===== src/spcs_pkg.sv =====
// Shared types and constants for the sample phase calibration search unit.
// Used by spcs_ctrl, spcs_dp and the top level; no dependencies.
package spcs_pkg;

   localparam int MAX_PHASES_DEF  = 16;
   localparam int METRIC_BITS_DEF = 32;
   localparam int PHASE_BITS      = 4;
   localparam int NARROW_PHASES   = 8;
   localparam int WIDE_PHASES     = 16;
   localparam int STEP_BITS       = 5;

   typedef logic [PHASE_BITS-1:0] phase_type;

   typedef enum logic [1:0] {
      ST_LOAD,
      ST_WALK,
      ST_EMIT
   } state_type;

   // Commands from the controller to the datapath.
   typedef struct packed {
      logic      rearm;
      logic      load;
      phase_type wr_idx;
      logic      rd;
      phase_type rd_idx;
      logic      eval;
      logic      first;
      phase_type center;
      logic      emit;
   } cmd_type;

endpackage


===== src/sample_phase_calibration_search_unit.sv =====
// Flow: after the Nth metric beat is taken (N is 8 or 16), busy stays high
//   through the walk and emit, and rsp_strobe rises as busy falls.
// Throughput: one metric per cycle while loading; no metrics are taken
//   during the serial walk over the metric store and the emit.
// Results cannot be stalled. Synchronous active-high reset clears control,
//   the running minimum (to all ones) and the phase range (8 phases).
module sample_phase_calibration_search_unit #(
   parameter int MAX_PHASES  = spcs_pkg::MAX_PHASES_DEF,
   parameter int METRIC_BITS = spcs_pkg::METRIC_BITS_DEF
) (
   input  logic                   clock,
   input  logic                   reset,
   input  logic                   start,
   output logic                   busy,
   input  logic [METRIC_BITS-1:0] req_error_metric,
   output logic                   rsp_strobe,
   output spcs_pkg::phase_type    rsp_best_phase,
   output logic [METRIC_BITS-1:0] rsp_least_metric,
   output logic [METRIC_BITS+1:0] rsp_best_window_sum,
   input  logic                   csr_we,
   input  logic                   csr_wdata
);
   import spcs_pkg::*;

   cmd_type cmd;

   spcs_ctrl #(
      .MAX_PHASES(MAX_PHASES)
   ) u_ctrl (
      .clock     (clock),
      .reset     (reset),
      .start     (start),
      .busy      (busy),
      .csr_we    (csr_we),
      .csr_wdata (csr_wdata),
      .cmd       (cmd)
   );

   spcs_dp #(
      .MAX_PHASES (MAX_PHASES),
      .METRIC_BITS(METRIC_BITS)
   ) u_dp (
      .clock               (clock),
      .reset               (reset),
      .cmd                 (cmd),
      .metric              (req_error_metric),
      .rsp_strobe          (rsp_strobe),
      .rsp_best_phase      (rsp_best_phase),
      .rsp_least_metric    (rsp_least_metric),
      .rsp_best_window_sum (rsp_best_window_sum)
   );

   a_strobe_single: assert property (@(posedge clock) disable iff (reset)
      rsp_strobe |=> !rsp_strobe)
      else $error("result strobe held for more than one cycle");

   a_strobe_ends_walk: assert property (@(posedge clock) disable iff (reset)
      $fell(busy) |-> rsp_strobe)
      else $error("walk ended without a result");

   a_sum_bound: assert property (@(posedge clock) disable iff (reset)
      rsp_strobe |-> ({2'b00, rsp_least_metric} + {2'b00, rsp_least_metric}
                      + {2'b00, rsp_least_metric} <= rsp_best_window_sum))
      else $error("window sum below three times the minimum");

endmodule


===== src/spcs_ctrl.sv =====
// Controller for the phase search: load counter, walk sequencer and the
// phase range register. Depends on spcs_pkg.
module spcs_ctrl #(
   parameter int MAX_PHASES = spcs_pkg::MAX_PHASES_DEF
) (
   input  logic             clock,
   input  logic             reset,
   input  logic             start,
   output logic             busy,
   input  logic             csr_we,
   input  logic             csr_wdata,
   output spcs_pkg::cmd_type cmd
);
   import spcs_pkg::*;

   localparam logic [STEP_BITS-1:0] NARROW_N =
      STEP_BITS'((NARROW_PHASES < MAX_PHASES) ? NARROW_PHASES : MAX_PHASES);
   localparam logic [STEP_BITS-1:0] WIDE_N =
      STEP_BITS'((WIDE_PHASES < MAX_PHASES) ? WIDE_PHASES : MAX_PHASES);

   state_type            state_ff, state_in;
   logic [STEP_BITS-1:0] count_ff, count_in;
   logic [STEP_BITS-1:0] step_ff, step_in;
   logic                 wide_ff, wide_in;
   logic [STEP_BITS-1:0] phases;
   logic [STEP_BITS-1:0] last;
   logic [STEP_BITS-1:0] rd_end;
   logic [STEP_BITS-1:0] walk_end;

   assign phases   = wide_ff ? WIDE_N : NARROW_N;
   assign last     = phases - STEP_BITS'(1);
   assign rd_end   = phases + STEP_BITS'(1);
   assign walk_end = phases + STEP_BITS'(4);

   always_comb begin
      state_in = state_ff;
      case (state_ff)
         ST_LOAD: begin
            if (start && count_ff == last) state_in = ST_WALK;
         end
         ST_WALK: begin
            if (step_ff == walk_end) state_in = ST_EMIT;
         end
         ST_EMIT: begin
            state_in = ST_LOAD;
         end
         default: begin
            state_in = ST_LOAD;
         end
      endcase
   end

   always_comb begin
      count_in = count_ff;
      wide_in  = wide_ff;
      step_in  = '0;
      if (csr_we) begin
         wide_in  = csr_wdata;
         count_in = '0;
      end else if (state_ff == ST_LOAD && start) begin
         count_in = (count_ff == last) ? '0 : count_ff + STEP_BITS'(1);
      end
      if (state_ff == ST_WALK) step_in = step_ff + STEP_BITS'(1);
   end

   always_ff @(posedge clock) begin
      if (reset) begin
         state_ff <= ST_LOAD;
         count_ff <= '0;
         step_ff  <= '0;
         wide_ff  <= 1'b0;
      end else begin
         state_ff <= state_in;
         count_ff <= count_in;
         step_ff  <= step_in;
         wide_ff  <= wide_in;
      end
   end

   // Walk reads entries n-1, 0, 1 .. n-1, 0 so every window wraps.
   always_comb begin
      cmd  = '0;
      busy = 1'b1;
      case (state_ff)
         ST_LOAD: begin
            busy       = 1'b0;
            cmd.rearm  = csr_we;
            cmd.load   = start;
            cmd.wr_idx = PHASE_BITS'(count_ff);
         end
         ST_WALK: begin
            cmd.rd = (step_ff <= rd_end);
            if (step_ff == '0) begin
               cmd.rd_idx = PHASE_BITS'(last);
            end else if (step_ff == rd_end) begin
               cmd.rd_idx = '0;
            end else begin
               cmd.rd_idx = PHASE_BITS'(step_ff - STEP_BITS'(1));
            end
            cmd.eval   = (step_ff >= STEP_BITS'(2)) && (step_ff <= rd_end);
            cmd.first  = (step_ff == STEP_BITS'(2));
            cmd.center = PHASE_BITS'(step_ff - STEP_BITS'(2));
         end
         ST_EMIT: begin
            cmd.emit  = 1'b1;
            cmd.rearm = 1'b1;
         end
         default: begin
            busy = 1'b1;
         end
      endcase
   end

endmodule


===== src/spcs_dp.sv =====
// Datapath for the phase search: metric store, running minimum, window
// pipeline, best-phase tracking and result registers. Depends on spcs_pkg.
module spcs_dp #(
   parameter int MAX_PHASES  = spcs_pkg::MAX_PHASES_DEF,
   parameter int METRIC_BITS = spcs_pkg::METRIC_BITS_DEF
) (
   input  logic                      clock,
   input  logic                      reset,
   input  spcs_pkg::cmd_type         cmd,
   input  logic [METRIC_BITS-1:0]    metric,
   output logic                      rsp_strobe,
   output spcs_pkg::phase_type       rsp_best_phase,
   output logic [METRIC_BITS-1:0]    rsp_least_metric,
   output logic [METRIC_BITS+1:0]    rsp_best_window_sum
);
   import spcs_pkg::*;

   localparam int AW    = (MAX_PHASES > 1) ? $clog2(MAX_PHASES) : 1;
   localparam int SUM_W = METRIC_BITS + 2;

   logic [METRIC_BITS-1:0] store [MAX_PHASES];
   logic [METRIC_BITS-1:0] rd_q_ff;
   logic [METRIC_BITS-1:0] min_ff;
   logic [METRIC_BITS-1:0] win0_ff, win1_ff, win2_ff;

   logic                   shift_ff, eval1_ff, first1_ff;
   phase_type              center1_ff;
   logic                   eval2_ff, first2_ff;
   phase_type              center2_ff;
   logic                   eval3_ff, first3_ff, hit_ff;
   phase_type              center3_ff;
   logic [SUM_W-1:0]       sum_ff;

   logic                   found_ff;
   logic                   found_cur;
   phase_type              best_idx_ff;
   logic [SUM_W-1:0]       best_sum_ff;

   logic                   strobe_ff;
   phase_type              rsp_phase_ff;
   logic [METRIC_BITS-1:0] rsp_least_ff;
   logic [SUM_W-1:0]       rsp_sum_ff;

   always_ff @(posedge clock) begin
      if (cmd.load) store[AW'(cmd.wr_idx)] <= metric;
      if (cmd.rd) rd_q_ff <= store[AW'(cmd.rd_idx)];
   end

   always_ff @(posedge clock) begin
      if (reset) begin
         min_ff <= '1;
      end else if (cmd.rearm) begin
         min_ff <= '1;
      end else if (cmd.load && metric < min_ff) begin
         min_ff <= metric;
      end
   end

   // Pipeline flags: read data, window, sum/compare, best update.
   always_ff @(posedge clock) begin
      if (reset) begin
         shift_ff <= 1'b0;
         eval1_ff <= 1'b0;
         eval2_ff <= 1'b0;
         eval3_ff <= 1'b0;
      end else begin
         shift_ff <= cmd.rd;
         eval1_ff <= cmd.eval;
         eval2_ff <= eval1_ff;
         eval3_ff <= eval2_ff;
      end
   end

   always_ff @(posedge clock) begin
      first1_ff  <= cmd.first;
      center1_ff <= cmd.center;
      first2_ff  <= first1_ff;
      center2_ff <= center1_ff;
      first3_ff  <= first2_ff;
      center3_ff <= center2_ff;
      if (shift_ff) begin
         win0_ff <= win1_ff;
         win1_ff <= win2_ff;
         win2_ff <= rd_q_ff;
      end
      sum_ff <= {2'b00, win0_ff} + {2'b00, win1_ff} + {2'b00, win2_ff};
      hit_ff <= (win1_ff == min_ff);
   end

   assign found_cur = first3_ff ? 1'b0 : found_ff;

   always_ff @(posedge clock) begin
      if (reset) begin
         found_ff <= 1'b0;
      end else if (eval3_ff) begin
         if (hit_ff && (!found_cur || sum_ff < best_sum_ff)) begin
            found_ff <= 1'b1;
         end else begin
            found_ff <= found_cur;
         end
      end
   end

   // Keep the lowest phase on a tie: after the first minimum-metric center, replace only on a strictly smaller sum.
   always_ff @(posedge clock) begin
      if (eval3_ff && hit_ff && (!found_cur || sum_ff < best_sum_ff)) begin
         best_idx_ff <= center3_ff;
         best_sum_ff <= sum_ff;
      end
   end

   always_ff @(posedge clock) begin
      if (reset) begin
         strobe_ff <= 1'b0;
      end else begin
         strobe_ff <= cmd.emit;
      end
   end

   always_ff @(posedge clock) begin
      if (cmd.emit) begin
         rsp_phase_ff <= best_idx_ff;
         rsp_least_ff <= min_ff;
         rsp_sum_ff   <= best_sum_ff;
      end
   end

   assign rsp_strobe          = strobe_ff;
   assign rsp_best_phase      = rsp_phase_ff;
   assign rsp_least_metric    = rsp_least_ff;
   assign rsp_best_window_sum = rsp_sum_ff;

endmodule

===== config.mk =====
export PLATFORM = sky130hd
export DESIGN_NAME = sample_phase_calibration_search_unit
export DESIGN_NICKNAME = d
export VERILOG_FILES = /design/src/spcs_pkg.sv /design/src/sample_phase_calibration_search_unit.sv /design/src/spcs_ctrl.sv /design/src/spcs_dp.sv
export SDC_FILE = /design/constraint.sdc
export NUM_CORES = 1
export LEC_CHECK = 0
export ABC_AREA = 1
export BUFFER_PORTS_ARGS = -buffer_cell sky130_fd_sc_hd__buf_4
export CAP_MARGIN = 20
export CELL_PAD_IN_SITES_DETAIL_PLACEMENT = 1
export CELL_PAD_IN_SITES_GLOBAL_PLACEMENT = 2
export CORE_AREA = 4 4 308 310
export DETAILED_ROUTE_END_ITERATION = 16
export DIE_AREA = 0 0 312 314
export MAX_ROUTING_LAYER = met4
export PLACE_DENSITY_LB_ADDON = 0.1
export SYNTH_ARGS = -nofsm -noshare
export SYNTH_HDL_FRONTEND = slang
export SYNTH_SLANG_ARGS = --single-unit

===== constraint.sdc =====
create_clock -name clock -period 6.77 [get_ports clock]
set_input_delay 1.354 -clock clock [delete_from_list [all_inputs] [get_ports clock]]
set_output_delay 1.354 -clock clock [all_outputs]
set_load 0.02 [all_outputs]

==> results of run 1 <==
-- stage by stage --
step / setup slack [ps] / power [uW] / area [um2] / util (%) / hold slack [ps]
detailed placement: 2260 / 6070 / 40400 / 44.1 / 313
global placement: 2350 / 6060 / 40400 / 44.1 / 315
floorplan: 1480 / 5930 / 38300 / - / 310
finish: 2100 / 10800 / 43400 / 47.3 / 325
CTS: 2230 / 11000 / 43400 / 47.3 / 325
global route: 1920 / 11200 / 43400 / 47.3 / 330
-- kinds of logic (layout without fill, tap and decap cells) --
group	count (synthesis)	after routing	synth area share [%]
buffers and inverters	579	757	6.11
adders and majority gates	141	141	4.64
xor gates and xnor gates	68	68	1.55
and+or+nand+nor	1596	1596	19.4
AOI/OAI and AO/OA	311	311	4.43
DFF	849	849	63.9
other	0	5	0
-- cells in the final DEF (no fill, tap or decap), types with 6 or more instances in the layout --
cell type / count
edfxtp_1: 748
nand2_1: 713
nand3_1: 485
inv_1: 441
buf_4: 144
ha_1: 139
nand3b_1: 131
nor2_1: 119
a21oi_1: 116
o21ai_0: 115
dfxtp_1: 100
clkbuf_16: 96
xor2_1: 47
or2_0: 42
clkbuf_1: 28
o21ai_1: 26
or2_2: 25
nor3_1: 21
xnor2_1: 21
a21o_1: 18
nand4_1: 17
clkinv_2: 13
o21bai_1: 11
nor2_4: 11
clkbuf_8: 9
clkinv_1: 8
nor3_2: 7
nor4_1: 6
or2_1: 6
-- routing by layer --
metal  GRT usage [%]  part of all wire (%)
met2            41.4                    50
met1            29.0                    43
met5               -                     0
met3            3.15                   3.7
met4            7.57                   3.2
-- worst paths after layout --
check | startpoint | endpoint | slack (ps) | depth (start not counted)
max | u_ctrl.step_ff[0]$_SDFF_PP0_ | u_dp.rd_q_ff[31]$_DFFE_PP_ | 2100 | 11
min | u_dp.center1_ff[2]$_SDFF_PN0_ | u_dp.center2_ff[2]$_DFF_P_ | 330 | 0
max reg2reg | u_ctrl.step_ff[0]$_SDFF_PP0_ | u_dp.rd_q_ff[31]$_DFFE_PP_ | 2100 | 11
min reg2reg | u_dp.center1_ff[2]$_SDFF_PN0_ | u_dp.center2_ff[2]$_DFF_P_ | 330 | 0
-- area by class of cell --
| type | count | area [um2] | area share (%) |
|---|---|---|---|
| timing repair buffer | 145 | 1100 | 2.54 |
| inverter | 446 | 1680 | 3.88 |
| tap | 1186 | 1480 | 3.42 |
| multi-input combinational | 2116 | 11700 | 26.9 |
| sequential | 849 | 24500 | 56.5 |
| clock buffer | 133 | 2630 | 6.07 |
| antenna | 5 | 12.5 | 0.0288 |
| clock inverter | 33 | 294 | 0.678 |
-- power by group through the flow --
stage / combinational, uW / clock [uW] / sequential, uW
after floorplan: 105 / 0 / 5830
after global placement: 221 / 0 / 5840
after detailed placement: 232 / 0 / 5840
after CTS: 234 / 5010 / 5730
after global routing: 258 / 5220 / 5730
final: 230 / 4890 / 5730
-- worst max-delay path: cells and delay by family, from the launching register on --
family | cells | cell delay (ps)
flops | 1 | 360
fa+ha+maj | 1 | 320
simple gates | 8 | 2840
buf+inv | 2 | 560
-- state kept, by name (all words and copies together), names as in the netlist, 2 cells and up --
signal	cells
u_dp.store	512
u_dp.best_sum_ff	34
u_dp.rsp_best_window_sum	34
u_dp.sum_ff	34
u_dp.min_ff	32
u_dp.rd_q_ff	32
u_dp.rsp_least_metric	32
u_dp.win0_ff	32
u_dp.win1_ff	32
u_dp.win2_ff	32
u_ctrl.count_ff	5
u_ctrl.step_ff	5
u_dp.best_idx_ff	4
u_dp.center1_ff	4
u_dp.center2_ff	4
u_dp.center3_ff	4
u_dp.rsp_best_phase	4
u_ctrl.state_ff	2
==> results.py, run 1 <==
metrics = {
    "clock_tree": {
        "cts_num_sinks": 849,
        "clkLatencyLatePin_ps": 670,
        "clk_pin_slew_ps": 60,
        "cts_resized": 0,
        "cts_setup_buffers": 0,
        "ctsHoldBuffers": 0,
        "cts_buffers": 93,
        "cts_tree": "built",
        "clock_path_buffers": 3,
        "h-tree-depth": 3,
        "root_buffer": "clkbuf_16",
    },
    "timing": {
        "relSlewSlack_pct": 23.3,
        "fmax_mhz": 214,
        "finalHoldViolations": 0,
        "setup_viol": 0,
        "period_share_pct": 69.0,
        "finalSetupTns_ps": 0,
        "rsz0062_at_grt": "no",
        "maxSlewViolCount": 0,
        "period_needed_ps": 4670,
        "skew_ps": 25.5,
        "tightest_slew_ps": 1150,
    },
    "die": {
        "die_width_um": 312,
        "io_pins": 109,
        "core.rowCount": 111,
        "fp.dieH_um": 314,
        "core_region_area_um2": 91700,
        "die_area_um2": 98000,
        "start_util_pct": 41.8,
    },
    "synthesis": {
        "async_reset_ff_share_pct": 0,
        "synth_warnings": 0,
        "synth_top_area_share_pct": 58.6,
        "ys_seq_area_share_pct": 63.9,
        "synth_commonest_cells": "748 x edfxtp_1, 714 x nand2_1, 485 x nand3_1, 442 x inv_1, 139 x ha_1",
        "ys_ff_latch": 849,
        "synth_area_leaders": "edfxtp_1 59%, nand2_1 7.0%, nand3_1 6.3%, dfxtp_1 5.3%, ha_1 4.5%",
        "syn-num-nets": 3722,
        "ys.flop_type": "edfxtp_1",
        "yosys.area.top_type": "edfxtp_1",
        "synth-edff-count": 748,
        "synth_area_um2": 38300,
        "avgSynthCellArea_um2": 10.8,
        "synthCells": 3544,
        "yosysUniqueCellTypes": 46,
        "yosysMostFrequentCell": "edfxtp_1",
    },
    "worst_setup_path": {
        "setup.worst_path.end_class": "flip-flop",
        "worstPathArrival_ps": 5090,
        "cp_cell_sequence": "inv_1 > ha_1 > nand3_4 > nand2_8 > nand2_8 > buf_12 > or2_2 > nand2_1 > nand3_1 > nand3_1 > nand2_1",
        "cp-start-kind": "flip-flop",
        "slowest_delay_ps": 900,
        "cp_max_fo": 137,
        "cp_slowest_cell": "nand2_8",
        "worstSetupPathType": "reg -> reg",
        "critical_path_required_ps": 7190,
    },
    "pwr": {
        "comb_power_share_pct": 2.1,
        "switchingPower_uw": 2260,
        "seqPwrFrac_pct": 52.8,
        "p_leak_uw": 0.0178,
        "clkPwrFrac_pct": 45.1,
        "vdd_drop_max_v": 0.000233,
        "p_int_uw": 8590,
        "p_per_area_nw_per_um2": 250,
        "swShare_pct": 20.8,
    },
    "drt": {
        "routedWlPerCell_um": 23.2,
        "drtPass1Iterations": 5,
        "drc_errors": 0,
        "finalWirelength_um": 114000,
        "vias_per_cell": 5.35,
        "drt-initial-drc-count": 1617,
        "num_vias": 26283,
        "ant_nets": 0,
    },
    "final_layout": {
        "num-fill-cells": 9778,
        "layout-drive-gt1-share_pct": 9.16,
        "final_nets": 3829,
        "layout.cells.non_filler": 4913,
        "area_growth_pct": 13.2,
    },
    "global_route": {
        "grt_use_total_pct": 23.8,
        "grt_max_degree": 138,
        "antenna_found_initial": 10,
        "overflow": 0,
        "grt_pass1_vias": 27971,
        "grt_first_pass_wirelength_um": 171000,
    },
    "status": {
        "status": "finished, final reports clean",
    },
    "worst_hold_path": {
        "hold_class": "reg -> reg",
    },
    "placed_design": {
        "place_inst": 4742,
        "globalplace.congestion": 0.850,
        "dp_hpwl_um": 70400,
        "io_buffers": 108,
    },
    "run": {
        "drv_cap": 0,
    },
}
Power figures use the tool's default switching activity.
==> run 2, diff against run 1 <==
Settings changed: CORE_AREA 4 4 308 310 to 4 4 323 325, DIE_AREA 0 0 312 314 to 0 0 327 329.
Clock period 6.77 ns to 4.2 ns, I/O delays scaled along.
==> run 2 against run 1 <==
Compared with the run above:
- core utilization fell by 3.8 points
- largest cell class unchanged
- sequential power rose by 61%
- design area rose by 1.7%
- routed wire length rose by 2.9%
- critical path type unchanged
- fmax rose by 20%
==> results.py, run 2 (synthesis results as in run 1) <==
metrics = {
    "status": {
        "status": "finished, final reports clean",
    },
    "pwr": {
        "clkPwrFrac_pct": 46.6,
        "power.total_uw": 18000,
        "switchingPower_uw": 3790,
        "p_per_area_nw_per_um2": 409,
        "comb_power_share_pct": 2.2,
        "seqPwrFrac_pct": 51.2,
        "p_leak_uw": 0.0180,
        "p_int_uw": 14200,
        "vdd_drop_max_v": 0.000357,
        "swShare_pct": 21.0,
    },
    "worst_setup_path": {
        "worstPathArrival_ps": 4470,
        "cp_cell_sequence": "ha_1 > inv_1 > fa_1 > o21ai_1 > nand2_1 > nand2_1 > a21oi_1 > o21bai_1 > xor2_1 > ha_1 > nand2_1 > nor2_1 > inv_1 > nor3_1 > nand3_1 > nand2_1 > xor2_1",
        "slowest_delay_ps": 400,
        "crit_buf_inv": 2,
        "worstSetupPathType": "reg -> reg",
        "cp-start-kind": "flip-flop",
        "cp_slowest_cell": "edfxtp_1",
        "cp_top_family": "simple AND/OR/NAND/NOR gates",
        "setup.worst_path.end_class": "flip-flop",
        "cp_max_fo": 4,
        "crit_top_cell": "nand2_1",
        "critical_path_required_ps": 4780,
    },
    "drt": {
        "ant_nets": 0,
        "drc_errors": 0,
        "finalWirelength_um": 117000,
        "routedWlPerCell_um": 22.9,
        "vias_per_cell": 5.12,
        "drt-initial-drc-count": 1585,
        "drtPass1Iterations": 5,
        "num_vias": 26238,
    },
    "die": {
        "fp.dieH_um": 329,
        "core_region_area_um2": 101000,
        "die_area_um2": 108000,
        "die_width_um": 327,
        "io_pins": 109,
        "start_util_pct": 37.8,
        "core.rowCount": 117,
    },
    "final_layout": {
        "largest_register_ffs": 512,
        "layout-drive-gt1-share_pct": 9.91,
        "fin_area_um2": 44100,
        "area_growth_pct": 15.1,
        "top_register": "u_dp.store",
        "final_cell_mix": "748 x edfxtp_1, 713 x nand2_1, 485 x nand3_1, 441 x inv_1, 151 x buf_4",
        "final_nets": 3849,
        "layout_commonest_cell": "edfxtp_1",
    },
    "global_route": {
        "grt_max_degree": 129,
        "grt_first_pass_wirelength_um": 175000,
        "overflow": 0,
        "grt_use_total_pct": 22.3,
        "grt_pass1_vias": 27687,
        "antenna_found_initial": 6,
    },
    "timing": {
        "finalHoldViolations": 0,
        "setup_viol": 0,
        "fmax_mhz": 257,
        "period_share_pct": 92.6,
        "fin_ws_ps": 312,
        "rsz0062_at_grt": "no",
        "maxSlewViolCount": 0,
        "skew_ps": 35.4,
        "tightest_slew_ps": 845,
        "period_needed_ps": 3890,
        "finalSetupTns_ps": 0,
        "relSlewSlack_pct": 43.7,
    },
    "clock_tree": {
        "root_buffer": "clkbuf_16",
        "ctsHoldBuffers": 0,
        "cts_buffers": 96,
        "clkLatencyLatePin_ps": 680,
        "clock_path_buffers": 3,
        "clk_pin_slew_ps": 60,
        "cts_num_sinks": 849,
        "cts_tree": "built",
        "h-tree-depth": 3,
    },
    "placed_design": {
        "dp_hpwl_um": 74200,
        "dpl_cell_area_um2": 40900,
        "globalplace.congestion": 0.875,
        "place_worst_setup_slack_ps": 173,
        "io_buffers": 108,
    },
    "run": {
        "drv_cap": 0,
    },
    "worst_hold_path": {
        "hold_class": "reg -> reg",
    },
}
==> run 2: final cells by class <==
| class | count | area, um2 |
|---|---|---|
| sequential | 849 | 24500 |
| multi-input combinational | 2116 | 11700 |
| clock buffer | 121 | 2560 |
| antenna | 4 | 10.0 |
| inverter | 446 | 1680 |
| timing repair buffer | 162 | 1350 |
| fill | 10940 | 57300 |
| tap | 1368 | 1710 |
| clock inverter | 59 | 622 |
==> run 2: per-layer routing <==
layer	global-route usage [%]	share of wire [%]
met1	27.6	43
met2	38.1	50
met3	3.38	3.9
met4	6.60	3.1
met5	-	0
==> run 2: what timing repair did <==
| item | in CTS | in global routing |
|---|---|---|
| setup buffers | 0 | 0 |
| setup endpoints to repair | 0 | 2 |
| gates resized for setup | 0 | 1 |
==> run 2: stage by stage <==
step           cells  utilization (%)  hold slack, ps
2_1_floorplan   3544                -             310
3_3_place_gp    4940             40.3             311
3_5_place_dp    4940             40.3             313
4_1_cts         5120             43.5             324
5_1_grt         5124             43.5             332
6_report        5125             43.5             322
==> run 2: power groups by stage <==
stage / Sequential [uW] / Clock [uW] / Combinational [uW]
2_1_floorplan: 9400 / 0 / 169
3_3_place_gp: 9410 / 0 / 375
3_5_place_dp: 9410 / 0 / 395
4_1_cts: 9230 / 8640 / 398
5_1_grt: 9230 / 9010 / 438
6_report: 9230 / 8410 / 393
==> run 2: worst reg2reg max path, stage by stage, from the launching register on <==
cell	delay [ps]
edfxtp_1	400
ha_1	190
inv_1	50
fa_1	400
o21ai_1	320
nand2_1	80
nand2_1	140
a21oi_1	180
o21bai_1	200
xor2_1	120
ha_1	330
nand2_1	110
nor2_1	300
inv_1	170
nor3_1	400
nand3_1	150
nand2_1	130
xor2_1	150
==> run 2: final timing paths <==
kind	startpoint	endpoint	slack (ps)	depth (start not counted)
worst min register to register	u_dp.center2_ff[0]$_DFF_P_	u_dp.center3_ff[0]$_DFF_P_	320	0
worst min-delay path	u_dp.center2_ff[0]$_DFF_P_	u_dp.center3_ff[0]$_DFF_P_	320	0
worst max-delay path	u_dp.win1_ff[0]$_DFFE_PP_	u_dp.sum_ff[28]$_DFF_P_	310	17
worst max register to register	u_dp.win1_ff[0]$_DFFE_PP_	u_dp.sum_ff[28]$_DFF_P_	310	17
